[config.mk]
export PLATFORM = sky130hd
export DESIGN_NAME = rgb555_weighted_color_distance
export DESIGN_NICKNAME = d
export VERILOG_FILES = /design/src/hdl/rwcd_pkg.sv /design/src/hdl/rgb555_weighted_color_distance.sv /design/src/hdl/rwcd_front.sv /design/src/hdl/rwcd_quant.sv
export SDC_FILE = /design/constraint.sdc
export NUM_CORES = 2
export LEC_CHECK = 0
export CAP_MARGIN = 10
export CORE_MARGIN = 5
export CORE_UTILIZATION = 45
export DETAILED_ROUTE_END_ITERATION = 12
export DONT_BUFFER_PORTS = 1
export SLEW_MARGIN = 20
export SYNTH_ARGS = -nofsm -noshare
export SYNTH_HDL_FRONTEND = slang
export SYNTH_SLANG_ARGS = --single-unit
[constraint.sdc]
create_clock -name clk -period 7.4 [get_ports clk]
set_input_delay 1.48 -clock clk [delete_from_list [all_inputs] [get_ports clk]]
set_output_delay 1.48 -clock clk [all_outputs]
set_load 0.02 [all_outputs]
[src/hdl/rwcd_pkg.sv]
// shared constants and widths for the rgb555 weighted color distance block
`default_nettype none

package rwcd_pkg;

    // color packing
    localparam int COLOR_W = 15;
    localparam int CHAN_W  = 5;
    localparam int RED_LO  = 10;
    localparam int GRN_LO  = 5;
    localparam int BLU_LO  = 0;

    // intermediate widths
    localparam int RSUM_W = CHAN_W + 1;     // ra + rb, 0..62
    localparam int SQ_W   = 2 * CHAN_W;     // channel difference squared
    localparam int WGT_W  = 8;              // red and blue weights, up to 186
    localparam int PROD_W = 18;             // weight times square, up to 238328
    localparam int N_W    = 20;             // weighted sum, up to 595820
    localparam int CODE_W = 8;

    // channel weights, scaled so the sum is exact
    localparam logic [WGT_W-1:0] RED_BASE     = 8'd124;
    localparam logic [WGT_W-1:0] BLUE_BASE    = 8'd186;
    localparam logic [WGT_W-1:0] GREEN_WEIGHT = 8'd248;

    // code = round(n * SCALE_NUM / SCALE_DEN), saturated
    localparam longint unsigned SCALE_NUM = 64'd28333;
    localparam longint unsigned SCALE_DEN = 64'd59582000;
    localparam longint unsigned HALF_DEN  = SCALE_DEN / 64'd2;

    // reciprocal estimate, floor so the estimate never overshoots
    localparam int RECIP_SHIFT = 32;
    localparam int RECIP_W     = 21;
    localparam longint unsigned RECIP_FULL =
        (SCALE_NUM << RECIP_SHIFT) / SCALE_DEN;
    localparam logic [RECIP_W-1:0] RECIP = RECIP_FULL[RECIP_W-1:0];
    localparam int PROD_EST_W = N_W + RECIP_W;   // 41 bits

    // exact numerator and estimate widths
    localparam int NUM_W = 35;
    localparam int EST_W = 10;                   // estimate plus one, up to 284

    localparam logic [EST_W-1:0] CODE_MAX = 10'd255;

endpackage

`default_nettype wire

[src/hdl/rgb555_weighted_color_distance.sv]
// top level of the rgb555 redmean weighted color distance pipeline
//
// usage:
//   a beat is two RGB555 colors on first_color and second_color (red in
//   bits 14:10, green 9:5, blue 4:0). raise start for one cycle per beat;
//   the beat is taken at the rising edge where start is high and busy is
//   low. busy is never raised, so a new beat can be taken every cycle.
//   the result beat is distance_code, shown for exactly one cycle with
//   done high, after the input beat has passed through the eight register
//   stages: differences, squares, weighted products, sum, reciprocal
//   multiply, rounding estimate, next-code bound, correct and saturate.
//   results leave in input order. every stage advances each cycle, so
//   throughput is one beat per cycle; the receiver cannot stall, so no
//   stage ever holds.
//   reset clears all valid bits; beats in flight are dropped and done
//   stays low until a new beat comes through.
//   distance_code = round_half_up(n * 28333 / 59582000), saturated at 255,
//   with n = (124+ra+rb)*dr^2 + 248*dg^2 + (186-ra-rb)*db^2.
`default_nettype none

module rgb555_weighted_color_distance (
    input  wire logic                         clk,
    input  wire logic                         rst_n,
    input  wire logic                         start,
    output logic                              busy,
    input  wire logic [rwcd_pkg::COLOR_W-1:0] first_color,
    input  wire logic [rwcd_pkg::COLOR_W-1:0] second_color,
    output logic                              done,
    output logic [rwcd_pkg::CODE_W-1:0]       distance_code
);
    import rwcd_pkg::*;

    logic           in_valid;
    logic           n_valid;
    logic [N_W-1:0] n_value;

    // the pipeline takes a beat every cycle
    assign busy     = 1'b0;
    assign in_valid = start & ~busy;

    // weighted squared sum
    rwcd_front u_front (
        .clk          (clk),
        .rst_n        (rst_n),
        .in_valid     (in_valid),
        .first_color  (first_color),
        .second_color (second_color),
        .n_valid      (n_valid),
        .n_value      (n_value)
    );

    // scale, round and saturate
    rwcd_quant u_quant (
        .clk        (clk),
        .rst_n      (rst_n),
        .n_valid    (n_valid),
        .n_value    (n_value),
        .code_valid (done),
        .code       (distance_code)
    );

endmodule

`default_nettype wire

[src/hdl/rwcd_front.sv]
// front pipeline: channel differences, squares, weighted products and their sum
`default_nettype none

module rwcd_front (
    input  wire logic                        clk,
    input  wire logic                        rst_n,
    input  wire logic                        in_valid,
    input  wire logic [rwcd_pkg::COLOR_W-1:0] first_color,
    input  wire logic [rwcd_pkg::COLOR_W-1:0] second_color,
    output logic                             n_valid,
    output logic [rwcd_pkg::N_W-1:0]         n_value
);
    import rwcd_pkg::*;

    logic [CHAN_W-1:0] ra, ga, ba, rb, gb, bb;

    // stage 1: absolute differences and red sum
    logic [CHAN_W-1:0] dr_next, dg_next, db_next;
    logic [RSUM_W-1:0] rsum_next;
    logic [CHAN_W-1:0] dr_reg, dg_reg, db_reg;
    logic [RSUM_W-1:0] rsum_reg;
    logic              v1_reg;

    // stage 2: squares and weights
    logic [SQ_W-1:0]  sqr_next, sqg_next, sqb_next;
    logic [WGT_W-1:0] wr_next, wb_next;
    logic [SQ_W-1:0]  sqr_reg, sqg_reg, sqb_reg;
    logic [WGT_W-1:0] wr_reg, wb_reg;
    logic             v2_reg;

    // stage 3: weighted products
    logic [PROD_W-1:0] pr_next, pg_next, pb_next;
    logic [PROD_W-1:0] pr_reg, pg_reg, pb_reg;
    logic              v3_reg;

    // stage 4: sum
    logic [N_W-1:0] n_next;
    logic [N_W-1:0] n_reg;
    logic           v4_reg;

    // unpack both colors
    always_comb
    begin
        ra = first_color[RED_LO +: CHAN_W];
        ga = first_color[GRN_LO +: CHAN_W];
        ba = first_color[BLU_LO +: CHAN_W];
        rb = second_color[RED_LO +: CHAN_W];
        gb = second_color[GRN_LO +: CHAN_W];
        bb = second_color[BLU_LO +: CHAN_W];
    end

    // stage 1 logic
    always_comb
    begin
        dr_next   = (ra > rb) ? (ra - rb) : (rb - ra);
        dg_next   = (ga > gb) ? (ga - gb) : (gb - ga);
        db_next   = (ba > bb) ? (ba - bb) : (bb - ba);
        rsum_next = {1'b0, ra} + {1'b0, rb};
    end

    // stage 2 logic
    always_comb
    begin
        sqr_next = SQ_W'(dr_reg) * SQ_W'(dr_reg);
        sqg_next = SQ_W'(dg_reg) * SQ_W'(dg_reg);
        sqb_next = SQ_W'(db_reg) * SQ_W'(db_reg);
        wr_next  = RED_BASE + WGT_W'(rsum_reg);
        wb_next  = BLUE_BASE - WGT_W'(rsum_reg);
    end

    // stage 3 logic
    always_comb
    begin
        pr_next = PROD_W'(wr_reg) * PROD_W'(sqr_reg);
        pg_next = PROD_W'(GREEN_WEIGHT) * PROD_W'(sqg_reg);
        pb_next = PROD_W'(wb_reg) * PROD_W'(sqb_reg);
    end

    // stage 4 logic
    always_comb
    begin
        n_next = N_W'(pr_reg) + N_W'(pg_reg) + N_W'(pb_reg);
    end

    // valid bits
    always_ff @(posedge clk or negedge rst_n)
    begin
        if (!rst_n)
        begin
            v1_reg <= 1'b0;
            v2_reg <= 1'b0;
            v3_reg <= 1'b0;
            v4_reg <= 1'b0;
        end
        else
        begin
            v1_reg <= in_valid;
            v2_reg <= v1_reg;
            v3_reg <= v2_reg;
            v4_reg <= v3_reg;
        end
    end

    // data registers
    always_ff @(posedge clk)
    begin
        dr_reg   <= dr_next;
        dg_reg   <= dg_next;
        db_reg   <= db_next;
        rsum_reg <= rsum_next;
        sqr_reg  <= sqr_next;
        sqg_reg  <= sqg_next;
        sqb_reg  <= sqb_next;
        wr_reg   <= wr_next;
        wb_reg   <= wb_next;
        pr_reg   <= pr_next;
        pg_reg   <= pg_next;
        pb_reg   <= pb_next;
        n_reg    <= n_next;
    end

    assign n_valid = v4_reg;
    assign n_value = n_reg;

endmodule

`default_nettype wire

[src/hdl/rwcd_quant.sv]
// back pipeline: scales the weighted sum to a rounded, saturated 8-bit code
`default_nettype none

module rwcd_quant (
    input  wire logic                     clk,
    input  wire logic                     rst_n,
    input  wire logic                     n_valid,
    input  wire logic [rwcd_pkg::N_W-1:0] n_value,
    output logic                          code_valid,
    output logic [rwcd_pkg::CODE_W-1:0]   code
);
    import rwcd_pkg::*;

    // stage a: reciprocal product and exact numerator product
    logic [PROD_EST_W-1:0] pe_next, pe_reg;
    logic [NUM_W-1:0]      xp_next, xp_reg;
    logic                  va_reg;

    // stage b: estimate (floor of rounded quotient, low by at most one)
    logic [PROD_EST_W-1:0] pe_round;
    logic [EST_W-1:0]      est_next, est_b_reg;
    logic [NUM_W-1:0]      x_next, x_b_reg;
    logic                  vb_reg;

    // stage c: bound for the next code up
    logic [EST_W-1:0] est1;
    logic [NUM_W-1:0] m_next, m_reg;
    logic [EST_W-1:0] est_c_reg;
    logic [NUM_W-1:0] x_c_reg;
    logic             vc_reg;

    // stage d: correction and saturation
    logic [EST_W-1:0]  q;
    logic [CODE_W-1:0] code_next, code_reg;
    logic              vd_reg;

    // stage a logic
    always_comb
    begin
        pe_next = PROD_EST_W'(n_value) * PROD_EST_W'(RECIP);
        xp_next = NUM_W'(n_value) * NUM_W'(SCALE_NUM);
    end

    // stage b logic
    always_comb
    begin
        pe_round = pe_reg + (PROD_EST_W'(1) << (RECIP_SHIFT - 1));
        est_next = EST_W'(pe_round >> RECIP_SHIFT);
        x_next   = xp_reg + NUM_W'(HALF_DEN);
    end

    // stage c logic
    always_comb
    begin
        est1   = est_b_reg + EST_W'(1);
        m_next = NUM_W'(est1) * NUM_W'(SCALE_DEN);
    end

    // stage d logic
    always_comb
    begin
        q = (x_c_reg >= m_reg) ? (est_c_reg + EST_W'(1)) : est_c_reg;
        if (q > CODE_MAX)
            code_next = CODE_MAX[CODE_W-1:0];
        else
            code_next = q[CODE_W-1:0];
    end

    // valid bits
    always_ff @(posedge clk or negedge rst_n)
    begin
        if (!rst_n)
        begin
            va_reg <= 1'b0;
            vb_reg <= 1'b0;
            vc_reg <= 1'b0;
            vd_reg <= 1'b0;
        end
        else
        begin
            va_reg <= n_valid;
            vb_reg <= va_reg;
            vc_reg <= vb_reg;
            vd_reg <= vc_reg;
        end
    end

    // data registers
    always_ff @(posedge clk)
    begin
        pe_reg    <= pe_next;
        xp_reg    <= xp_next;
        est_b_reg <= est_next;
        x_b_reg   <= x_next;
        m_reg     <= m_next;
        est_c_reg <= est_b_reg;
        x_c_reg   <= x_b_reg;
        code_reg  <= code_next;
    end

    assign code_valid = vd_reg;
    assign code       = code_reg;

endmodule

`default_nettype wire

Word level (Yosys, flattened, before mapping)
Index checks and enable logic that the tools add are counted.
{"block": "totals", "ff_bits": 349, "elab_cells": 62, "output_inout_bits": 10, "inputBits": 33}
{"block": "classes", "mul": 9, "mux": 4, "magnitude_cmp": 5, "addsub": 15}
{"op": "41-bit by 32-bit adder with 41-bit output (second input constant)", "count": 1}
{"op": "20-bit by 21-bit multiplier with 41-bit output (second input constant)", "count": 1}
{"op": "8-bit by 10-bit multiplier with 18-bit output", "count": 2}
{"op": "35-bit by 25-bit adder with 35-bit output (second input constant)", "count": 1}
{"op": "35-bit >= comparator", "count": 1}
{"op": "20-bit by 15-bit multiplier with 35-bit output (second input constant)", "count": 1}
{"op": "10-bit by 22-bit multiplier with 31-bit output (second input constant)", "count": 1}
{"op": "5-bit by 5-bit multiplier with 10-bit output", "count": 3}
{"op": "5-bit subtractor", "count": 6}
{"op": "20-bit by 18-bit adder with 20-bit output", "count": 1}
{"op": "9-bit by 1-bit adder with 10-bit output (second input constant)", "count": 2}
{"op": "18-bit by 18-bit adder with 19-bit output", "count": 1}
{"op": "5-bit greater-than comparator", "count": 3}
{"op": "5-bit by 10-bit multiplier with 15-bit output (first input constant)", "count": 1}
{"op": "5-bit two-way mux", "count": 3}
{"op": "10-bit by 8-bit greater-than comparator with 1-bit output (second input constant)", "count": 1}
{"op": "10-bit two-way mux", "count": 1}
{"op": "7-bit by 6-bit adder with 8-bit output (first input constant)", "count": 1}
{"op": "8-bit by 6-bit subtractor with 8-bit output (first input constant)", "count": 1}
{"op": "5-bit by 5-bit adder with 6-bit output", "count": 1}

Logic depth before layout (Yosys ltp)
{"block": "depth", "ltp_word": 3, "depth_mapped": 25}

Modules after synthesis
From an unflattened synthesis, not the netlist that was laid out.
{"block": "hier_totals", "hier_cells": 3456, "hier_area_um2": 34459.3}
{"module": "rwcd_quant", "cells_each": 2185, "instances": 1, "seq_area_each_um2": 3543.4, "area_per_inst_um2": 21971.1}
{"module": "rwcd_front", "cells_each": 1269, "instances": 1, "seq_area_each_um2": 2722.6, "area_per_inst_um2": 12477.0}
{"module": "rgb555_weighted_color_distance", "cells_each": 2, "instances": 1, "seq_area_each_um2": 0.0, "area_per_inst_um2": 11.3}

Least setup slack after synthesis
OpenSTA, ideal clock, no wires.
{"block": "synth_timing", "path_type": "register -> register", "from": "register u_front.n_reg[18], in the netlist u_front.n_value[18]", "to": "register u_quant.pe_reg[40]", "setup_slack_ns": 1.083, "period_less_slack_ns": 6.317, "path_buffers": 0, "t_arrival_ns": 6.196, "setup_time_ns": 0.121, "path_stages_with_launch": 24, "path_cell_list": "dfxtp_1 > fa_1 > inv_1 > fa_1 > inv_1 > fa_1 > inv_1 > fa_1 > fa_1 > inv_1 > fa_1 > inv_1 > fa_1 > inv_1 > ha_1 > nand2_1 > nor2_1 > a211oi_1 > o21bai_1 > o211ai_1 > a21oi_1 > a2111oi_1 > o21bai_1 > xnor2_1"}
{"block": "synth_between", "elab_chain_len": 1}
{"element": "start, declared", "line": "rwcd_front.sv:38", "text": "logic [N_W-1:0] n_reg;"}
{"element": "start signal, assigned", "line": "rwcd_front.sv:119", "text": "n_reg <= n_next;"}
{"element": "20-bit by 21-bit multiplier with 41-bit output", "line": "rwcd_quant.sv:40", "text": "pe_next = PROD_EST_W'(n_value) * PROD_EST_W'(RECIP);"}
{"element": "via u_quant.pe_next[40]", "line": "rwcd_quant.sv:15", "text": "logic [PROD_EST_W-1:0] pe_next, pe_reg;"}
{"element": "end signal, assigned", "line": "rwcd_quant.sv:91", "text": "pe_reg <= pe_next;"}
{"element": "end, declared", "line": "rwcd_quant.sv:15"}
The timed path passes the listed nets, and every way through them passes these cells.
A chain may end at the register's enable or synchronous reset.

Final worst setup path
{"block": "layout_timing", "from": "register u_front.n_reg[17], in the netlist u_front.n_value[17]", "to": "register u_quant.pe_reg[40]"}
The elaborated chain is that of the path after synthesis.

==> results.sh <==
export IMPL_fill_cells=6963
export IMPL_routed_via_density=4.884
export IMPL_cts_hold_buf=0
export IMPL_cap_violations=0
export IMPL_synthTopCellsByArea="fa_1 26%, ha_1 24%, dfxtp_1 18%"
export IMPL_syn_avg_cell_area_sq_um=9.904
export IMPL_cp_start_kind="register"
export IMPL_port_buffers=0
export IMPL_ios=43
export IMPL_ys_seq_area_share_pct=18.50
export IMPL_critPathArrivalTime_ps=7170
export IMPL_cp_buffers_inverters=6
export IMPL_dp_hpwl_mm=60.19
export IMPL_grt_overflow=0
export IMPL_wire_per_inst_microns=15.44
export IMPL_fin_hold_ws_ps=321.4
export IMPL_setup_worst_path_end="u_quant.pe_reg[40]"
export IMPL_syn_area_sq_mm=0.03387
export IMPL_rr_endpoint="u_quant.pe_reg[40]"
export IMPL_cts_sinks=311
export IMPL_fmax_ghz=0.1493
export IMPL_slew_headroom_pct=34.48
export IMPL_grt_pass1_wl_mm=116.6
export IMPL_cts_tree="done"
export IMPL_synthFlopType="dfxtp_1"
export IMPL_dr_pass1_iters=5
export IMPL_path_depth=23
export IMPL_antenna_found_initial=1
export IMPL_synth_top_area_share_pct=25.71
export IMPL_tns_ps=0
export IMPL_period_minus_slack_ps=6699
export IMPL_numCtsBuffers=40
export IMPL_vias=21790
export IMPL_grt_use_total_pct=17.54
export IMPL_drt_iter0_drc=808
export IMPL_async_reset_ff_share_pct=2.572
export IMPL_cts_root_buffer_cell="clkbuf_16"
export IMPL_synth_cells=3420
export IMPL_worstSkewPairLatency_ps=590
export IMPL_fin_cells=4462
export IMPL_die_w_microns=284.3
export IMPL_cp_slowest_cell="fa_1"
export IMPL_tightestPinTransition_ps=981.4
export IMPL_nets=4589
export IMPL_cts_htree_levels=2
export IMPL_ys_warnings_count=0
export IMPL_finClkSkew_ps=34.80
export IMPL_synth_edf_count=0
export IMPL_antenna_cells=0
export IMPL_ys_ff_latch=311
export IMPL_place_gp_congestion=0.8937
export IMPL_worstPathRequired_ps=7870
export IMPL_start_util_pct=45.42
export IMPL_rsz0062_at_grt="no"
export IMPL_dieArea_sq_mm=0.08085
export IMPL_most_common_layout_cells="720 x inv_1, 659 x ha_1, 435 x fa_1"
export IMPL_cp_common_cell="fa_1"
export IMPL_worstPathMaxFanout=4
export IMPL_clk_pin_slew_ps=60
export IMPL_setup_violations=0
export IMPL_cts_buffer_depth=3
export IMPL_ys_types=72
export IMPL_grt_max_degree=26
export IMPL_rrSetupSlack_ps=700
export IMPL_dp_cells=4389
export IMPL_reg2regPathDepth=23
export IMPL_final_period_utilization_pct=90.53
export IMPL_final_util_pct=49.05
export IMPL_cp_end_kind="register"
export IMPL_cp_startpoint="u_front.n_value[17]"
export IMPL_cts_setup_buffers=0
export IMPL_worstPathCellList="fa_1, inv_1, fa_1, inv_1, fa_1, inv_1, fa_1, fa_1, inv_1, fa_1, inv_1, fa_1, inv_1, ha_1, nand2_1, nor2_1, a211oi_1, o21bai_1, o211ai_1, a21oi_1, a2111oi_1, o21bai_1, xnor2_1"
export IMPL_antenna_left=0
export IMPL_crit_family="adder cells"
export IMPL_synth_top_area_cell="fa_1"
export IMPL_die_h_microns=284.3
export IMPL_slew_viol_final=0
export IMPL_rows=100
export IMPL_syn2layout_area_growth_pct=7.983
export IMPL_routed_wl_mm=68.88
export IMPL_crit_type="register to register"
export IMPL_final_common_cell="inv_1"
export IMPL_drc=0
export IMPL_reg2reg_from="u_front.n_value[17]"
export IMPL_max_stage_delay_ps=650
export IMPL_timing_hold_violations_final=0
export IMPL_drive_gt1_share_pct=2.977
export IMPL_hp_start="u_quant.x_b_reg[3]"
export IMPL_hp_class="register to register"
export IMPL_outcome="complete, no violations"
export IMPL_core_area_sq_mm=0.07457
export IMPL_post_cts_resized=0
export IMPL_first_global_vias=23100
-- worst min-delay path by stage --
stage	endpoint	slack, ps	cells past startpoint
final	u_quant.x_c_reg[3]	320	0
after global routing	u_quant.x_c_reg[6]	330	0
after CTS	u_quant.x_c_reg[3]	320	0
after detailed placement	u_quant.x_c_reg[24]	310	0
after global placement	u_quant.x_c_reg[18]	310	0
after floorplan	u_quant.x_b_reg[0]	310	0
-- layer usage --
layer / up-vias / wire, microns / global-route usage, %
li1: 11060 / - / -
met1: 10390 / 31100 / 22.70
met2: 232 / 34000 / 31.00
met3: 112 / 1707 / 2.067
met4: 0 / 2075 / 5.029
met5: - / 0 / 0
-- synthesized netlist by cell type, drive strengths merged (4+ instances only) --
library cell and n:
nand4 17, a21boi 5, a21oi 144, xor2 74, clkbuf 24, nand2 167
a211oi 12, mux2i 14, o21a 22, o211ai 6, nor3 29, o2111ai 6
nand3 49, o21bai 33, ha 659, or4 5, dfrtp 8, and2 106
a311oi 4, xnor2 142, a31oi 17, nand2b 10, nor2b 33, or2 8
inv 720, o31ai 6, o21ai 65, and3 23, a2111oi 5, dfxtp 303
a21o 79, nor2 122, nor3b 4, fa 435, o41ai 5, or3 13
-- stage by stage --
stage | worst slack [ps] | area, sq um
6_report | 700.9 | 36570
3_3_place_gp | 743.3 | 35160
4_1_cts | 648.9 | 36570
2_1_floorplan | 1083 | 33890
3_5_place_dp | 683.8 | 35160
5_1_grt | 361.5 | 36570
-- kinds of logic (layout without fill, tap and decap cells) --
group | Yosys count | in the layout | synth area share (%)
other | 2 | 6 | 0.02217
DFF | 311 | 311 | 18.50
xor gates and xnor gates | 216 | 216 | 5.586
muxes | 14 | 14 | 0.4137
AOI/OAI and AO/OA | 437 | 437 | 8.367
and+or+nand+nor | 599 | 599 | 8.759
adders and majority gates | 1094 | 1094 | 50.06
buffers and inverters | 747 | 816 | 8.297
-- layout make-up --
cell class / count / area [sq um] / share of cell area (%)
inverter: 720 / 2703 / 7.389
tap: 969 / 1212 / 3.315
clock buffer: 53 / 1100 / 3.007
multi-input combinational: 2366 / 24810 / 67.84
timing repair buffer: 23 / 172.7 / 0.4721
clock inverter: 20 / 310.3 / 0.8484
sequential: 311 / 6266 / 17.13
-- worst register-to-register path, stage by stage (launching register included) --
cell and delay (ps):
dfxtp_1 330, fa_1 650, inv_1 150, fa_1 530, inv_1 60, fa_1 520, inv_1 60, fa_1 510
fa_1 550, inv_1 50, fa_1 530, inv_1 50, fa_1 500, inv_1 40, ha_1 320, nand2_1 80
nor2_1 40, a211oi_1 200, o21bai_1 130, o211ai_1 300, a21oi_1 120, a2111oi_1 540, o21bai_1 160, xnor2_1 150
Power is left out: the tool's default activity adds up to more than one toggle a clock period on the data nets, which glitch-free logic cannot reach.
